<file path="src/hw/rtl/matrix_add_sub_mul_engine_core_assert.svh">
// ----------------------------------------------------------------------------
// Matrix engine assertion macros
// Property shorthands for the matrix engine core, clocked on i_clk and
// disabled while i_rst_n is low.
// ----------------------------------------------------------------------------
`ifndef MATRIX_ADD_SUB_MUL_ENGINE_CORE_ASSERT_SVH
`define MATRIX_ADD_SUB_MUL_ENGINE_CORE_ASSERT_SVH

// Same-cycle implication.
`define MASE_ASSERT_NOW(lbl, ante, cons, msg) \
    lbl: assert property (@(posedge i_clk) disable iff (!i_rst_n) \
        (ante) |-> (cons)) else $error(msg);

// Next-cycle implication.
`define MASE_ASSERT_NEXT(lbl, ante, cons, msg) \
    lbl: assert property (@(posedge i_clk) disable iff (!i_rst_n) \
        (ante) |=> (cons)) else $error(msg);

`endif

</file>
<file path="src/hw/rtl/mase_pkg.sv">
// ----------------------------------------------------------------------------
// Matrix engine package
// Sizes, element types, register indexes, operation codes, controller
// states and the command/status structs between controller and datapath.
// ----------------------------------------------------------------------------
package mase_pkg;

    localparam int MAX_DIM     = 8;
    localparam int ELEM_WIDTH  = 32;
    localparam int DATA_W      = 32;
    localparam int DIM_W       = 4;
    localparam int IDX_W       = $clog2(MAX_DIM);
    localparam int STORE_DEPTH = MAX_DIM * MAX_DIM;
    localparam int ADDR_W      = $clog2(STORE_DEPTH);
    localparam int SIZE_W      = $clog2(STORE_DEPTH + 1);
    localparam int LOAD_W      = $clog2(2 * STORE_DEPTH + 1);
    localparam int OP_W        = 2;
    localparam int CFG_ADDR_W  = 3;
    localparam int CFG_DATA_W  = 4;

    typedef logic [ELEM_WIDTH-1:0] t_elem;
    typedef logic [DIM_W-1:0]      t_dim;
    typedef logic [IDX_W-1:0]      t_idx;
    typedef logic [ADDR_W-1:0]     t_addr;
    typedef logic [SIZE_W-1:0]     t_size;
    typedef logic [LOAD_W-1:0]     t_load;
    typedef logic [OP_W-1:0]       t_op;
    typedef logic [CFG_ADDR_W-1:0] t_cfg_addr;

    localparam t_op OP_ADD = 2'd0;
    localparam t_op OP_SUB = 2'd1;
    localparam t_op OP_MUL = 2'd2;

    localparam t_cfg_addr CFG_OPERATION = 3'd0;
    localparam t_cfg_addr CFG_ROWS_A    = 3'd1;
    localparam t_cfg_addr CFG_COLS_A    = 3'd2;
    localparam t_cfg_addr CFG_ROWS_B    = 3'd3;
    localparam t_cfg_addr CFG_COLS_B    = 3'd4;

    typedef enum logic [1:0] {
        ST_LOAD,
        ST_ISSUE,
        ST_WAIT,
        ST_ERR
    } t_state;

    typedef struct packed {
        logic start;
        logic load_wr;
        logic issue;
        logic load_out;
        logic load_err;
    } t_dp_cmd;

    typedef struct packed {
        logic load_final;
        logic fits;
        logic dot_last;
        logic out_last;
        logic acc_done;
    } t_dp_st;

    function automatic t_dim clamp_dim(input t_dim d);
        if (d == '0) begin
            return t_dim'(1);
        end else if (d > t_dim'(MAX_DIM)) begin
            return t_dim'(MAX_DIM);
        end
        return d;
    endfunction

endpackage

</file>
<file path="src/hw/rtl/mase_ctrl.sv">
// ----------------------------------------------------------------------------
// Matrix engine controller
// Sequences loading, the per-result dot product issue, result hand-off
// and the shape error result; owns the result valid flag.
// ----------------------------------------------------------------------------
module mase_ctrl (
    input  logic              i_clk,
    input  logic              i_rst_n,
    input  logic              i_valid,
    output logic              o_ready,
    output logic              o_valid,
    input  logic              i_ready,
    input  mase_pkg::t_dp_st  i_st,
    output mase_pkg::t_dp_cmd o_cmd
);
    import mase_pkg::*;

    t_state r_state, n_state;
    logic   r_out_valid, n_out_valid;
    logic   out_free;

    assign out_free = !r_out_valid || i_ready;

    always_comb begin
        n_state = r_state;
        unique case (r_state)
            ST_LOAD: begin
                if (i_valid && i_st.load_final) begin
                    n_state = i_st.fits ? ST_ISSUE : ST_ERR;
                end
            end
            ST_ISSUE: begin
                if (i_st.dot_last) begin
                    n_state = ST_WAIT;
                end
            end
            ST_WAIT: begin
                if (i_st.acc_done && out_free) begin
                    n_state = i_st.out_last ? ST_LOAD : ST_ISSUE;
                end
            end
            ST_ERR: begin
                if (out_free) begin
                    n_state = ST_LOAD;
                end
            end
            default: n_state = ST_LOAD;
        endcase
    end

    always_comb begin
        o_ready = 1'b0;
        o_cmd   = '0;
        unique case (r_state)
            ST_LOAD: begin
                o_ready       = 1'b1;
                o_cmd.load_wr = i_valid;
                o_cmd.start   = i_valid && i_st.load_final;
            end
            ST_ISSUE: begin
                o_cmd.issue = 1'b1;
            end
            ST_WAIT: begin
                o_cmd.load_out = i_st.acc_done && out_free;
            end
            ST_ERR: begin
                o_cmd.load_err = out_free;
            end
            default: ;
        endcase
    end

    always_comb begin
        n_out_valid = r_out_valid;
        if (o_cmd.load_out || o_cmd.load_err) begin
            n_out_valid = 1'b1;
        end else if (r_out_valid && i_ready) begin
            n_out_valid = 1'b0;
        end
    end

    always_ff @(posedge i_clk) begin
        if (!i_rst_n) begin
            r_state     <= ST_LOAD;
            r_out_valid <= 1'b0;
        end else begin
            r_state     <= n_state;
            r_out_valid <= n_out_valid;
        end
    end

    assign o_valid = r_out_valid;

endmodule

</file>
<file path="config.mk">
export PLATFORM = sky130hd
export DESIGN_NAME = mase_ctrl
export DESIGN_NICKNAME = d
export VERILOG_FILES = /design/src/hw/rtl/matrix_add_sub_mul_engine_core_assert.svh /design/src/hw/rtl/mase_pkg.sv /design/src/hw/rtl/mase_ctrl.sv
export SDC_FILE = /design/constraint.sdc
export NUM_CORES = 1
export LEC_CHECK = 0
export ABC_AREA = 0
export BUFFER_PORTS_ARGS = -buffer_cell sky130_fd_sc_hd__buf_2
export CELL_PAD_IN_SITES_DETAIL_PLACEMENT = 1
export CELL_PAD_IN_SITES_GLOBAL_PLACEMENT = 1
export CORE_AREA = 10 10 47 49
export CTS_CLUSTER_SIZE = 10
export DETAILED_ROUTE_END_ITERATION = 8
export DIE_AREA = 0 0 57 59
export PLACE_DENSITY = 0.63
export SETUP_SLACK_MARGIN = 0.05
export SYNTH_ARGS = -nofsm -noshare
export SYNTH_HDL_FRONTEND = slang
export SYNTH_SLANG_ARGS = --single-unit
</file>
<file path="constraint.sdc">
create_clock -name i_clk -period 2.25 [get_ports i_clk]
set_clock_uncertainty 0.1 [all_clocks]
set_input_delay 0.225 -clock i_clk [delete_from_list [all_inputs] [get_ports i_clk]]
set_output_delay 0.225 -clock i_clk [all_outputs]
set_load 0.02 [all_outputs]
</file>
==> flow_metrics.tcl <==
set metrics [dict create \
    remaining_drc_errors 0 \
    rows 14 \
    fin_ws_ns 0.738 \
    synth.area.top_cells "dfxtp_1, buf_6, nand2b_4, and4b_2, o221a_1" \
    arrival_ns 1.19 \
    internal_power_mw 0.155 \
    slew_violations 0 \
    clockPowerShare 0.421 \
    timing.fmax_ghz 0.661 \
    antenna_found_initial 0 \
    status "finished, final reports clean" \
    first_pass_iters 3 \
    diodes 0 \
    fin_crit_sh 0.672 \
    ys_warn_count 0 \
    syn_area_um2 226 \
    grt_pass1_wl_um 1210 \
    cts-resized-gates 0 \
    track_usage 0.0466 \
    final_area_um2 325 \
    p_leak_nw 0.161 \
    hold_violations 0 \
    seq_area_frac_synth 0.265 \
    seq_power_share 0.306 \
    wl_per_cell_um 12.4 \
    setup_viol 0 \
    fin_setup_tns_ns 0 \
    core-area_um2 1400 \
    clk_pin_slew_worst_paths_ns 0.04 \
    syn_inst 24 \
    synth_common_cells "dfxtp_1, buf_6, nand2_1" \
    post_cts_buffers 0 \
    cts_made_buffers 3 \
    layout_min_cycle_time_ns 1.51 \
    syn-num-nets 33 \
    cts_hold_buf 0 \
    ios 16 \
    die_y_um 59 \
    crit_buf_inv 1 \
    ys_seq_elements 3 \
    port_buffers 15 \
    yosysTopAreaCell "dfxtp_1" \
    drv_cap 0 \
    p_total_mw 0.230 \
    grt_pass1_vias 280 \
    ant_nets 0 \
    overflow 0 \
    insertion_delay_ns 0.24 \
    htree_num_levels 1 \
    cp-end-kind "primary output" \
    area_growth_pct 43.6 \
    dpl_cell_area_um2 299 \
    worstPathRequired_ns 1.92 \
    synthFlopType "dfxtp_1" \
    crit_fanout 10 \
    hold_path.class "input port to register" \
    p_sw_frac 0.325 \
    ys_types 20 \
    die_x_um 57 \
    synth_edf_count 0 \
    synth_top_area_frac 0.265 \
    max_slew_margin 0.770 \
    start_util 0.162 \
    cts_tree "done" \
    cts_root_buf "clkbuf_4" \
    num_vias 233 \
    grt_max_degree 13 \
    vdd_drop_max_mv 0.239 \
    first_iter_violations 3 \
    ys_async_sr_fraction 0 \
    routed_wl_um 708 \
    worstMarginPinSlew_ns 0.345 \
    cts_sinks 3 \
    comb_power_share 0.273 \
    critPathMaxStageDelay_ns 0.51 \
    die_area_um2 3360 \
    worstSetupPathType "register to primary output" \
    dpl_worst_slack_ns 0.975 \
    p_per_area_nw_per_um2 707 \
    drive_above_1_share 0.561 \
    hpwl_um 577 \
    fin_util 0.232 \
    cts_buffer_depth 2 \
    rsz0062_at_grt "false" \
    startpoint_type "register" \
    yosysMostFrequentCell "dfxtp_1" \
    gp_congestion 0.730 \
    nets 51 \
    viasPerCell 4.09 \
    crit_family "flip-flops" \
    crit_chain "and4b_2 -> buf_2" \
    cp_slowest_cell "dfxtp_1" \
    p_sw_mw 0.0749 \
    avgSynthCellArea_um2 9.44 \
]
[through the flow]
stage / hold WS [ns] / cells
floorplan: 0.267 / 24
global placement: 0.392 / 53
detailed placement: 0.401 / 53
CTS: 0.152 / 57
global route: 0.162 / 57
finish: 0.158 / 57
[area by class of cell]
type                            count  area, µm²
Clock buffer                        4       26.3
Tap cell                           16       20.0
Multi-Input combinational cell     19        144
Timing Repair Buffer               15       75.1
Fill cell                         185       1080
Sequential cell                     3       60.1
[power groups by stage]
stage          combinational (mW)  clock, mW  sequential (mW)
2_1_floorplan              0.0537          0           0.0641
3_3_place_gp               0.0633          0           0.0711
3_5_place_dp               0.0637          0           0.0717
4_1_cts                    0.0641      0.101           0.0709
5_1_grt                    0.0698      0.107           0.0721
6_report                   0.0627     0.0969           0.0705
[registers in the layout (all words and copies together) (netlist names)]
register and cells:
r_state 2, o_valid 1
[metal layers]
metal | share of wire | vias to the layer above | track usage
met4 | 0 | 0 | 0.0101
li1 | - | 122 | -
met5 | 0 | - | 0
met3 | 0.21 | 0 | 0.0644
met1 | 0.42 | 96 | 0.0427
met2 | 0.36 | 15 | 0.0605
[worst paths after layout]
check	startpoint	to	slack, ns	cells after the start
worst max register to register	r_state[0]	r_state[0]	1.02	3
worst min-delay path	i_rst_n	r_state[1]	0.16	2
worst min register to register	o_valid	o_valid	0.42	2
worst max-delay path	r_state[1]	o_cmd[1]	0.74	2
[cells by family (layout without fill, tap and decap cells)]
group	count (synthesis)	in the layout	synth area share
buffers and inverters	2	19	0.0994
AOI/OAI and AO/OA	7	7	0.243
DFF	3	3	0.265
and+or+nand+nor	11	11	0.348
muxes	1	1	0.0442
[layout by cell type (no fill, tap or decap), types with 2 or more instances in the layout]
master / instances
dfxtp_1: 3
clkbuf_4: 3
buf_2: 15
nand2_1: 2
Power figures use the tool's default switching activity.
